==> src/sv/fbpa_pkg.sv <==
// ----------------------------------------------------------------------------
// fbpa_pkg - shared definitions for the fixed block pool allocator
// Sizes, codes, controller states and the command/status bundles that
// join the controller to the datapath.
// ----------------------------------------------------------------------------
`default_nettype none

package fbpa_pkg;

	localparam int MAX_BLOCKS    = 1024;
	localparam int ADDR_BITS     = 48;
	localparam int POINTER_BYTES = 8;

	localparam int BLOCK_W   = 17;
	localparam int POOL_W    = 32;
	localparam int OP_W      = 2;
	localparam int STATUS_W  = 3;
	localparam int CFG_IDX_W = 2;

	localparam int IDX_W  = $clog2(MAX_BLOCKS);
	localparam int CNT_W  = $clog2(MAX_BLOCKS + 1);
	localparam int LINK_W = CNT_W;
	localparam int PROD_W = IDX_W + BLOCK_W;
	localparam int WIDE_W = (ADDR_BITS > POOL_W) ? ADDR_BITS : POOL_W;

	// end-of-list marker: one past the last block index
	localparam logic [LINK_W-1:0] NULL_LINK = LINK_W'(MAX_BLOCKS);

	typedef enum logic [OP_W-1:0] {
		OP_INIT  = 2'd0,
		OP_ALLOC = 2'd1,
		OP_FREE  = 2'd2
	} opcode_t;

	typedef enum logic [CFG_IDX_W-1:0] {
		REG_BASE  = 2'd0,
		REG_BLOCK = 2'd1,
		REG_POOL  = 2'd2
	} cfg_reg_t;

	typedef enum logic [STATUS_W-1:0] {
		ST_OK     = 3'd0,
		ST_EMPTY  = 3'd1,
		ST_RANGE  = 3'd2,
		ST_ALIGN  = 3'd3,
		ST_CONFIG = 3'd4,
		ST_NULL   = 3'd5
	} status_t;

	typedef enum logic [2:0] {
		S_IDLE,
		S_DECODE,
		S_FREE_RANGE,
		S_DIV_FREE,
		S_DIV_INIT,
		S_SWEEP,
		S_ALLOC,
		S_EMIT
	} state_t;

	typedef struct packed {
		logic    load_in;        // latch the request beat
		logic    div_start;      // launch the divider
		logic    div_sel_free;   // divider operands: offset / live block size
		logic    alloc_pop;      // head <= next_link[head], count down
		logic    init_commit;    // latch live config, reset list head and counts
		logic    sweep_write;    // write one link of the init chain
		logic    free_push;      // next_link[idx] <= head, head <= idx
		logic    res_we;         // capture a result
		status_t res_status;
		logic    res_addr_alloc; // result address is the popped block
		logic    emit;           // move the result into the output register
	} cmd_t;

	typedef struct packed {
		logic [OP_W-1:0] op;
		logic            addr_null;
		logic            cfg_bad;
		logic            head_null;
		logic            out_range;
		logic            div_done;
		logic            div_rem_nz;
		logic            quot_big;
		logic            quot_zero;
		logic            sweep_last;
		logic            out_free;
	} sts_t;

endpackage

`default_nettype wire

==> src/sv/fbpa_ctrl.sv <==
// ----------------------------------------------------------------------------
// fbpa_ctrl - allocator sequencer
// Takes one request, steps the datapath through it, hands over the result.
// ----------------------------------------------------------------------------
`default_nettype none

module fbpa_ctrl import fbpa_pkg::*; (
	input  logic clk,
	input  logic arst_n,
	input  logic req_valid,
	output logic req_ready,
	input  sts_t sts,
	output cmd_t cmd
);

	state_t state_q;
	state_t state_d;

	always_ff @(posedge clk or negedge arst_n) begin
		if (!arst_n) begin
			state_q <= S_IDLE;
		end else begin
			state_q <= state_d;
		end
	end

	always_comb begin
		state_d   = state_q;
		cmd       = '0;
		req_ready = 1'b0;
		case (state_q)
			S_IDLE: begin
				req_ready = 1'b1;
				if (req_valid) begin
					cmd.load_in = 1'b1;
					state_d     = S_DECODE;
				end
			end
			S_DECODE: begin
				case (sts.op)
					OP_INIT: begin
						if (sts.cfg_bad) begin
							cmd.res_we     = 1'b1;
							cmd.res_status = ST_CONFIG;
							state_d        = S_EMIT;
						end else begin
							cmd.div_start = 1'b1;
							state_d       = S_DIV_INIT;
						end
					end
					OP_ALLOC: begin
						if (sts.head_null) begin
							cmd.res_we     = 1'b1;
							cmd.res_status = ST_EMPTY;
							state_d        = S_EMIT;
						end else begin
							state_d = S_ALLOC;
						end
					end
					OP_FREE: begin
						if (sts.addr_null) begin
							cmd.res_we     = 1'b1;
							cmd.res_status = ST_NULL;
							state_d        = S_EMIT;
						end else begin
							state_d = S_FREE_RANGE;
						end
					end
					default: begin
						// unused opcode: no change, plain ok
						cmd.res_we     = 1'b1;
						cmd.res_status = ST_OK;
						state_d        = S_EMIT;
					end
				endcase
			end
			S_FREE_RANGE: begin
				if (sts.out_range) begin
					cmd.res_we     = 1'b1;
					cmd.res_status = ST_RANGE;
					state_d        = S_EMIT;
				end else begin
					cmd.div_start    = 1'b1;
					cmd.div_sel_free = 1'b1;
					state_d          = S_DIV_FREE;
				end
			end
			S_DIV_FREE: begin
				if (sts.div_done) begin
					cmd.res_we = 1'b1;
					if (sts.div_rem_nz) begin
						cmd.res_status = ST_ALIGN;
					end else begin
						cmd.free_push  = 1'b1;
						cmd.res_status = ST_OK;
					end
					state_d = S_EMIT;
				end
			end
			S_DIV_INIT: begin
				if (sts.div_done) begin
					if (sts.div_rem_nz || sts.quot_big) begin
						cmd.res_we     = 1'b1;
						cmd.res_status = ST_CONFIG;
						state_d        = S_EMIT;
					end else begin
						cmd.init_commit = 1'b1;
						if (sts.quot_zero) begin
							cmd.res_we     = 1'b1;
							cmd.res_status = ST_OK;
							state_d        = S_EMIT;
						end else begin
							state_d = S_SWEEP;
						end
					end
				end
			end
			S_SWEEP: begin
				cmd.sweep_write = 1'b1;
				if (sts.sweep_last) begin
					cmd.res_we     = 1'b1;
					cmd.res_status = ST_OK;
					state_d        = S_EMIT;
				end
			end
			S_ALLOC: begin
				cmd.alloc_pop      = 1'b1;
				cmd.res_we         = 1'b1;
				cmd.res_status     = ST_OK;
				cmd.res_addr_alloc = 1'b1;
				state_d            = S_EMIT;
			end
			S_EMIT: begin
				if (sts.out_free) begin
					cmd.emit = 1'b1;
					state_d  = S_IDLE;
				end
			end
			default: begin
				state_d = S_IDLE;
			end
		endcase
	end

endmodule

`default_nettype wire

==> config.mk <==
export PLATFORM = sky130hd
export DESIGN_NAME = fbpa_ctrl
export DESIGN_NICKNAME = d
export VERILOG_FILES = /design/src/sv/fbpa_pkg.sv /design/src/sv/fbpa_ctrl.sv
export SDC_FILE = /design/constraint.sdc
export NUM_CORES = 1
export LEC_CHECK = 0
export ABC_AREA = 1
export BUFFER_PORTS_ARGS = -buffer_cell sky130_fd_sc_hd__buf_4
export CORE_AREA = 5 5 42 44
export CTS_BUF_LIST = sky130_fd_sc_hd__clkbuf_8
export CTS_CLUSTER_DIAMETER = 100
export CTS_CLUSTER_SIZE = 25
export DETAILED_ROUTE_END_ITERATION = 12
export DIE_AREA = 0 0 47 49
export PLACE_DENSITY = 0.8
export SYNTH_ARGS = -nofsm -noshare
export SYNTH_HDL_FRONTEND = slang
export SYNTH_SLANG_ARGS = --single-unit
==> constraint.sdc <==
create_clock -name clk -period 2 [get_ports clk]
set_input_delay 0.2 -clock clk [delete_from_list [all_inputs] [get_ports clk]]
set_output_delay 0.2 -clock clk [all_outputs]
set_load 0.005 [all_outputs]
==> out/qor.yml, run 1 <==
status:
  status: "completed"
clock_tree:
  cts_resized: 0
  clockBufferDepth: 2
  clockRootBuffer: "clkbuf_8"
  insertion_delay_ns: 0.22
  ctsHtreeMaxLevel: 1
  numClockSinks: 3
  cts_tree: "built"
  postCtsHoldBufs: 1
  clk_pin_slew_ns: 0.03
  numCtsBuffers: 3
  cts_setup_buffers: 0
critical_path:
  worstSetupPathType: "register to output pin"
  rrSetupSlack_ns: 0.63
  crit_path_start_kind: "register"
  cp_max_fo: 6
  arrival_ns: 1.52
  reg2reg_to: "state_q[0]"
  required_ns: 1.80
  end_kind: "output pin"
  rr_worst_depth: 7
  r2r_start: "state_q[1]"
synthesis:
  synthCells: 96
  synth-seq-cells: 3
  syn_nets: 115
  synth_cell_type_count: 19
  ys_seq_area_share_pct: 13.70
  syn_area_um2: 548.0
  yosys_warnings: 0
  syn_avg_cell_area_um2: 5.709
cells_and_area:
  layout-drive-gt1-share_pct: 35.94
  largest_reg_flops: 3
  final_common_cell: "nand2_1"
  final_cell_mix: "30 x nand2_1, 28 x buf_4, 14 x inv_1"
  antennaDiodeCount: 0
  fin_nets: 148
  post-route-util_pct: 58.93
  reg_top3: "state_q: 3 flops"
  largest_register: "state_q"
  syn_to_final_growth_pct: 50.68
route:
  drt_first_pass_iters: 4
  wirelength_mm: 1.419
  viasPerCell: 4.674
  vias: 673
  ant_nets: 0
  drtIter0Drc: 8
  drc_errors: 0
  wire_per_inst_um: 9.854
timing:
  holdWs_ns: 0.3057
  maxSlewHeadroom_pct: 76.66
  slew_viol_final: 0
  skew_ns: 0.0007837
  fin_crit_sh_pct: 86.08
  fin_tns_setup_ns: 0
  hold_violations: 0
  finalSetupViolations: 0
  fmax_ghz: 0.5809
  rsz0062_at_grt: "false"
  worst_pin_slew_ns: 0.3464
  period_minus_slack_ns: 1.722
  setup_ws_ns: 0.2784
floorplanning:
  ios: 29
  start_util_pct: 39.11
  die_x_um: 47
  coreArea_um2: 1401
  fp.dieH_um: 49
  die_area_um2: 2303
  placementRows: 14
power_and_ir_drop:
  peakVddDrop_v: 0.0006788
  power_density_nw_per_um2: 1250
  leakage_nw: 0.5258
placement:
  pre_cts_ws_ns: 0.5308
  dp_hpwl_mm: 1.217
  globalplace.congestion: 0.8044
  io_buffers: 28
global_routing:
  grt_pass1_vias: 651
  grt_overflow: 0
  grt_antenna_before_repair: 0
  grt_start_max_net_pins: 8
  track_usage_pct: 14.14
  grt_pass1_wl_mm: 2.449
worst_hold_path:
  hold_path_class: "input port to asynchronous set/reset pin"
run:
  maxCapViolations: 0
[how the worst max path moves through the flow]
stage                     from     end  slack [ns]  depth (start not counted)
floorplan           state_q[1]  cmd[5]        0.81                          5
global placement       sts[10]  cmd[5]        0.54                          8
detailed placement  state_q[1]  cmd[5]        0.53                          6
CTS                 state_q[1]  cmd[5]        0.29                          6
global route        state_q[1]  cmd[5]        0.18                          6
finish              state_q[1]  cmd[5]        0.28                          6
[power by group]
group / total [W] / switching (W) / internal (W)
clock: 0.000175 / 0.0000439 / 0.000131
sequential: 0.000166 / 0.0000688 / 0.0000975
combinational: 0.000691 / 0.000389 / 0.000302
[metrics by stage]
| step | cells | instance area [um2] | total power [W] |
|---|---|---|---|
| floorplan | 96 | 548.0 | 0.0006245 |
| global placement | 139 | 770.7 | 0.0008423 |
| detailed placement | 139 | 770.7 | 0.0008573 |
| CTS | 144 | 825.8 | 0.001044 |
| global route | 144 | 825.8 | 0.001152 |
| finish | 144 | 825.8 | 0.001032 |
[logic make-up (layout without fill, tap and decap cells)]
group                    count (synthesis)  in the layout  share of synthesized area, %
flip-flops                               3              3                         13.70
AO/OA/AOI/OAI                            5              5                         5.480
adder cells (fa/ha/maj)                  4              4                         9.133
buffers and inverters                   17             49                         12.33
AND/OR/NAND/NOR                         67             67                         59.36
[synthesized netlist by cell type]
master	instances	share of area, %
nand2_1	30	21
inv_1	13	8.9
nor2_1	12	8.2
nand3_1	9	8.2
nand3_2	5	9.1
ha_1	4	9.1
dfrtp_1	3	14
inv_2	3	2.1
nand2_2	3	3.4
nor2_2	3	3.4
nor3_1	2	1.8
o21ai_0	2	1.8
a21o_1	1	1.4
a21oi_1	1	0.91
buf_4	1	1.4
nand3b_1	1	1.4
nor2_4	1	2.1
nor4_1	1	1.1
o31ai_1	1	1.4
[layer usage]
layer  share of wire, %  up-vias  GRT usage [%]  routed length (um)
met5                  0        -              0                   0
met4                1.2        0          7.834                  17
met3                6.7        2          2.214                  95
met2                 49       17          22.85                 693
met1                 43      291          16.89                 613
li1                   -      363              -                   -
[worst max-delay path, cell delays in order, from the launching register on]
cell,delay [ns]
dfrtp_1,0.44
inv_2,0.13
nand2_1,0.07
nor2_2,0.21
o21ai_0,0.21
nand3_1,0.13
buf_4,0.11
[layout make-up]
cell class	instances	area, um2
clock inverters	1	3.754
flip-flops and latches	3	75.07
repair buffers	29	220.2
inverters	16	60.06
clock buffers	3	41.29
fillers	138	575.6
well taps	16	20.02
multi-input cells	76	405.4
Power figures use the tool's default switching activity.
==> run 2, diff against run 1 <==
--- a/config.mk
+++ b/config.mk
@@ -5,7 +5,6 @@
 export SDC_FILE = /design/constraint.sdc
 export NUM_CORES = 1
 export LEC_CHECK = 0
-export ABC_AREA = 1
 export BUFFER_PORTS_ARGS = -buffer_cell sky130_fd_sc_hd__buf_4
 export CORE_AREA = 5 5 42 44
 export CTS_BUF_LIST = sky130_fd_sc_hd__clkbuf_8
@@ -13,7 +12,7 @@
 export CTS_CLUSTER_SIZE = 25
 export DETAILED_ROUTE_END_ITERATION = 12
 export DIE_AREA = 0 0 47 49
-export PLACE_DENSITY = 0.8
+export PLACE_DENSITY = 0.76
 export SYNTH_ARGS = -nofsm -noshare
 export SYNTH_HDL_FRONTEND = slang
 export SYNTH_SLANG_ARGS = --single-unit
==> out/qor.yml, run 2 <==
critical_path:
  required_ns: 1.80  # about the same
  worstSetupPathType: "register to output pin"
  critical_path.slowest_cell: "dfrtp_1"
  reg2reg_to: "state_q[0]"
  critPathTopFamily: "flip-flops"
  end_kind: "output pin"
  path_cells: "or2_4 > o21bai_1 > a22o_1 > buf_4"
  r2r_start: "state_q[2]"
  rrSetupSlack_ns: 0.65  # +0.02 ns
  worst-path-buf-inv: 1  # -1
  rr_worst_depth: 3  # -4
  crit_path_start_kind: "register"
  cp_max_fo: 15  # +9
  cpPeakStageDelay_ns: 0.52  # +0.08 ns
  arrival_ns: 1.64  # +0.12 ns
global_routing:
  grt_antenna_before_repair: 0  # unchanged
  track_usage_pct: 11.64  # -2.5 points
  grt_overflow: 0  # unchanged
  grt_pass1_vias: 543  # -17%
  grt_start_max_net_pins: 18  # +10
  grt_pass1_wl_mm: 2.111  # -14%
synthesis:
  ys_seq_area_share_pct: 15.15  # +1.5 points
  synthCells: 66  # -31%
  syn_nets: 85  # -26%
  synthTopCellsByArea: "dfrtp_1 15%, ha_1 10%, buf_4 4.5%"
  async_flop_share_pct: 100.0  # unchanged
  syn_avg_cell_area_um2: 7.507  # +32%
  synth.largest_area_cell: "dfrtp_1"
  synth-seq-cells: 3  # unchanged
  synth_cell_type_count: 35  # +16
  ys.flop_type: "dfrtp_1"
  syn_area_um2: 495.5  # -9.6%
  synth-edff-count: 0  # unchanged
  synthTopCellsByCount: "6 x inv_1, 6 x nand2_1, 6 x nor2_1, 4 x ha_1"
  yosys_warnings: 0  # unchanged
  netlist.area_leader.share_pct: 15.15  # -5.4 points
route:
  viasPerCell: 5.355  # +15%
  drc_errors: 0  # unchanged
  vias: 589  # -12%
  wl_met2_um: 719  # +3.8%
  wire_per_inst_um: 12.44  # +26%
  wirelength_mm: 1.368  # -3.6%
  top_layer: "met3"
  drtIter0Drc: 13  # +5
  wl_met3_um: 101  # +6.3%
  drt_first_pass_iters: 4  # unchanged
  met1_length_um: 547  # -11%
  ant_nets: 0  # unchanged
timing:
  finalSetupViolations: 0  # unchanged
  slew_viol_final: 0  # unchanged
  maxSlewHeadroom_pct: 68.76  # -7.9 points
  worst_pin_slew_ns: 0.4686  # +0.1221 ns
  fin_crit_sh_pct: 91.81  # +5.7 points
  skew_ns: 0.006922  # +0.006138 ns
  hold_violations: 0  # unchanged
  fmax_ghz: 0.5446  # -6.2%
  rsz0062_at_grt: "false"
  period_minus_slack_ns: 1.836  # +0.1147 ns
  fin_tns_setup_ns: 0  # unchanged
power_and_ir_drop:
  internal_power_w: 0.0004532  # -15%
  p_clk_share_pct: 22.6  # +5.7 points
  power_switching_w: 0.0002981  # -41%
  peakVddDrop_v: 0.0007987  # +18%
  comb_power_share_pct: 52.2  # -15 points
  swShare_pct: 39.68  # -8.9 points
  p_seq_share_pct: 25.2  # +9.1 points
  leakage_nw: 0.3656  # -30%
  power_density_nw_per_um2: 1013  # -19%
clock_tree:
  cts_resized: 0  # unchanged
  numCtsBuffers: 3  # unchanged
  clockBufferDepth: 2  # unchanged
  numClockSinks: 3  # unchanged
  clk_pin_slew_ns: 0.04  # about the same
  insertion_delay_ns: 0.21  # about the same
  ctsHtreeMaxLevel: 1  # unchanged
  clockRootBuffer: "clkbuf_8"
  cts_tree: "built"
  cts_setup_buffers: 0  # unchanged
run:
  maxCapViolations: 0  # unchanged
placement:
  globalplace.congestion: 0.8642  # +7.4%
  dp_hpwl_mm: 1.103  # -9.4%
  io_buffers: 28  # unchanged
  dp_cells: 105  # -24%
cells_and_area:
  reg_top3: "state_q: 3 flops"
  final_common_cell: "buf_4"
  layout.cells.non_filler: 110  # -24%
  fin_nets: 114  # -23%
  antennaDiodeCount: 0  # unchanged
  final_cell_mix: "28 x buf_4, 7 x inv_1, 6 x nand2_1, 6 x nor2_1, 4 x ha_1"
  largest_reg_flops: 3  # unchanged
  layout-drive-gt1-share_pct: 37.23  # +1.3 points
  syn_to_final_growth_pct: 49.75
  largest_register: "state_q"
status:
  status: "completed"
floorplanning:
  coreArea_um2: 1401  # unchanged
  placementRows: 14  # unchanged
  die_area_um2: 2303  # unchanged
  start_util_pct: 35.36  # -3.8 points
  fp.dieH_um: 49  # unchanged
  ios: 29  # unchanged
  die_x_um: 47  # unchanged
worst_hold_path:
  hold_path_class: "input port to asynchronous set/reset pin"
## run 2: cell types whose count changed after synthesis, sizes merged, moves of 2 or more
| cell | previous run | this run |
|---|---|---|
| a22oi | 0 | 2 |
| nor3b | 0 | 3 |
| nor2 | 16 | 6 |
| nor2b | 0 | 2 |
| inv | 16 | 6 |
| nand2 | 33 | 6 |
| buf | 1 | 5 |
| nand3 | 14 | 1 |
| a31oi | 0 | 2 |
| nor4 | 1 | 3 |
## run 2: area by class of cell
type,count,area [um2]
timing repair buffer,29,220.2
inverter,6,22.52
tap,16,20.02
fill,145,659.4
multi-input combinational,52,359.1
sequential,3,75.07
clock buffer,3,41.29
clock inverter,1,3.754
## run 2: logic make-up after synthesis
family          count (synthesis)  share of synthesized area, %
mux                             1                         2.273
fa+ha+maj                       4                         10.10
flops                           3                         15.15
compound gates                 17                         26.01
buf+inv                        11                         12.37
simple gates                   30                         34.09
## run 2: power by group through the flow
stage                     registers [W]  clock network [W]  logic (W)
after floorplan                0.000110                  0   0.000348
after global placement         0.000186                  0   0.000393
after detailed placement       0.000188                  0   0.000396
after CTS                      0.000187           0.000175   0.000399
after global routing           0.000205           0.000183   0.000434
final                          0.000189           0.000170   0.000392
## run 2: metal layers
| metal | global-route usage [%] | vias up |
|---|---|---|
| li1 | - | 297 |
| met1 | 14.13 | 270 |
| met2 | 20.14 | 22 |
| met3 | 2.214 | 0 |
| met4 | 2.765 | 0 |
| met5 | 0 | - |
## run 2: how the worst max path moves through the flow
stage / startpoint / to / cells past startpoint
2_1_floorplan: state_q[1] / cmd[5] / 3
3_3_place_gp: state_q[1] / cmd[5] / 4
3_5_place_dp: state_q[1] / cmd[5] / 4
4_1_cts: state_q[1] / cmd[5] / 4
5_1_grt: state_q[0] / cmd[4] / 4
6_report: state_q[1] / cmd[5] / 4
## run 2: per-stage QoR
stage | instance area (um2) | hold WS, ns | setup slack (ns) | utilization [%] | total power, W
2_1_floorplan | 495.5 | -0.09559 | 0.7386 | - | 0.0004574
3_3_place_gp | 686.9 | -0.01136 | 0.4012 | 49.02 | 0.0005790
3_5_place_dp | 686.9 | -0.01002 | 0.3991 | 49.02 | 0.0005840
4_1_cts | 742.0 | 0.3280 | 0.1725 | 52.95 | 0.0007608
5_1_grt | 742.0 | 0.3355 | 0.06653 | 52.95 | 0.0008217
6_report | 742.0 | 0.3346 | 0.1638 | 52.95 | 0.0007513
## run 2: repair_timing
action / in CTS / in global routing
endpoints found under the hold margin: 3 / 0
setup endpoints to repair: 0 / 0
hold buffers: 1 / 0
==> run 3, diff against run 2 <==
--- a/config.mk
+++ b/config.mk
@@ -6,13 +6,13 @@
 export NUM_CORES = 1
 export LEC_CHECK = 0
 export BUFFER_PORTS_ARGS = -buffer_cell sky130_fd_sc_hd__buf_4
-export CORE_AREA = 5 5 42 44
+export CORE_AREA = 3 3 40 42
 export CTS_BUF_LIST = sky130_fd_sc_hd__clkbuf_8
 export CTS_CLUSTER_DIAMETER = 100
 export CTS_CLUSTER_SIZE = 25
 export DETAILED_ROUTE_END_ITERATION = 12
-export DIE_AREA = 0 0 47 49
-export PLACE_DENSITY = 0.76
+export DIE_AREA = 0 0 43 45
+export PLACE_DENSITY = 0.79
 export SYNTH_ARGS = -nofsm -noshare
 export SYNTH_HDL_FRONTEND = slang
 export SYNTH_SLANG_ARGS = --single-unit
==> constraint.sdc (replaced) <==
create_clock -name clk -period 1.6 [get_ports clk]
set_input_delay 0.16 -clock clk [delete_from_list [all_inputs] [get_ports clk]]
set_output_delay 0.16 -clock clk [all_outputs]
set_load 0.005 [all_outputs]
==> out/qor.yml, run 3 (same netlist as run 2, synthesis figures left out) <==
route:
  wirelength_mm: 1.507  # +10%
  ant_nets: 0  # unchanged
  drc_errors: 0  # unchanged
  drtIter0Drc: 17  # +4
  viasPerCell: 5.415  # +1.1%
  vias: 639  # +8.5%
  drt_first_pass_iters: 4  # unchanged
  wire_per_inst_um: 12.77  # +2.7%
placement:
  dp_cells: 108  # +2.9%
  dp_hpwl_mm: 1.158  # +5.0%
  dpl_cell_area_um2: 715.7  # +4.2%
  io_buffers: 28  # unchanged
  pre_cts_ws_ns: 0.1353  # -0.2638 ns
  globalplace.congestion: 0.8446  # -2.3%
clock_tree:
  clockRootBuffer: "clkbuf_8"
  clk_pin_slew_ns: 0.03  # about the same
  clockBufferDepth: 2  # unchanged
  insertion_delay_ns: 0.22  # about the same
  numCtsBuffers: 3  # unchanged
  numClockSinks: 3  # unchanged
  cts_tree: "built"
  ctsHtreeMaxLevel: 1  # unchanged
cells_and_area:
  reg_top3: "state_q: 3 flops"
  largest_reg_flops: 3  # unchanged
  antennaDiodeCount: 0  # unchanged
  final_cell_mix: "37 x buf_4, 7 x inv_1, 6 x nand2_1, 6 x nor2_1, 4 x ha_1"
  post-route-util_pct: 66.02  # +13 points
  multi_input_area_um2: 396.6  # +10%
  largest_register: "state_q"
  regArea_um2: 77.57  # +3.3%
  fin_nets: 123  # +7.9%
  syn_to_final_growth_pct: 71.21
  layout.cells.non_filler: 118  # +7.3%
  layout-drive-gt1-share_pct: 48.54  # +11 points
  nFillCells: 124  # -14%
  final_area_um2: 848.3  # +14%
  final_common_cell: "buf_4"
timing:
  fin_crit_sh_pct: 100.7
  slew_viol_final: 0  # unchanged
  period_minus_slack_ns: 1.612
  worst_pin_slew_ns: 0.3339  # -0.1347 ns
  skew_ns: 0.0002567  # -0.006665 ns
  setup_ws_ns: -0.01152  # -0.1753 ns
  hold_violations: 0  # unchanged
  finalSetupViolations: 1  # +1
  fmax_ghz: 0.6205
  rsz0062_at_grt: "true"
  maxSlewHeadroom_pct: 77.57  # +8.8 points
critical_path:
  rrSetupSlack_ns: 0.31  # -0.34 ns
  end_kind: "output pin"
  worstSetupPathType: "register to output pin"
  critical_path.slowest_cell: "dfrtp_2"
  cpPeakStageDelay_ns: 0.43  # -0.09 ns
  path_cells: "or2_4 > o21bai_4 > a22o_1 > buf_4"
  worst-path-buf-inv: 1  # unchanged
  arrival_ns: 1.45  # -0.19 ns
  critPathTopFamily: "flip-flops"
  required_ns: 1.44  # -0.36 ns
  cp_max_fo: 5  # -10
  crit_path_start_kind: "register"
global_routing:
  grt_pass1_wl_mm: 2.373  # +12%
  track_usage_pct: 16.01  # +4.4 points
  grt_start_max_net_pins: 12  # -6
  grt_overflow: 0  # unchanged
  grt_pass1_vias: 556  # +2.4%
  grt_antenna_before_repair: 0  # unchanged
worst_hold_path:
  hold_path_class: "input port to asynchronous set/reset pin"
floorplanning:
  die_area_um2: 1935  # -16%
  fp.dieH_um: 45  # -8.2%
  placementRows: 13  # -1
  die_x_um: 43  # -8.5%
  ios: 29  # unchanged
  start_util_pct: 38.56  # +3.2 points
  coreArea_um2: 1285  # -8.3%
status:
  failed_checks: "negative setup slack"
  status: "finished with violations"
power_and_ir_drop:
  power_density_nw_per_um2: 1334  # +32%
  peakVddDrop_v: 0.0008241  # +3.2%
  finalPower_w: 0.001131  # +51%
  leakage_nw: 0.4121  # +13%
run:
  maxCapViolations: 0  # unchanged
run 3: changes by cell type in the layout (fill, tap and decap cells not counted), moves of 2 or more:
cell     delta
dfrtp_2     +2
nor3b_2     +2
buf_4       +9
nor3b_1     -2
dfrtp_1     -2
run 3: routing by layer:
metal | wire length [um] | global-route usage [%]
met1 | 583 | 18.64
met2 | 806 | 29.34
met3 | 117 | 4.382
met4 | 0 | 3.614
met5 | 0 | 0
run 3: final cells by class:
class / count / area share (%)
Sequential cell: 3 / 9.145
Multi-Input combinational cell: 52 / 46.76
Clock buffer: 3 / 4.867
Tap cell: 15 / 2.212
Clock inverter: 1 / 0.4425
Timing Repair Buffer: 38 / 33.92
Inverter: 6 / 2.655
run 3: what timing repair did:
item                       in CTS  in global routing
setup endpoints to repair       2                  4
hold buffers                    1                  0
setup buffers                   3                  2
pin swaps                       1                  5
gates resized for setup         4                  4
hold endpoints to repair        3                  0
run 3: where the power goes:
group	switching (W)	total, W	internal, W
logic	0.000333	0.000751	0.000418
clock network	0.0000544	0.000218	0.000164
registers	0.0000459	0.000162	0.000117
total	0.000433	0.00113	0.000698
run 3: final timing paths:
kind / from / end / depth (start not counted)
worst max-delay path: state_q[1] / cmd[5] / 4
worst min-delay path: arst_n / state_q[0] / 2
worst max register to register: state_q[1] / state_q[2] / 4
worst min register to register: state_q[2] / state_q[2] / 2
max in group asynchronous: arst_n / state_q[2] / 2
min in group clk: sts[0] / state_q[1] / 3
run 3: per-stage QoR:
step	hold WS, ns	TNS, ns
3_5_place_dp	-0.04635	0
4_1_cts	0.2664	-0.03432
2_1_floorplan	-0.1356	0
5_1_grt	0.2734	-0.08694
3_3_place_gp	-0.04778	0
6_report	0.2714	-0.01152
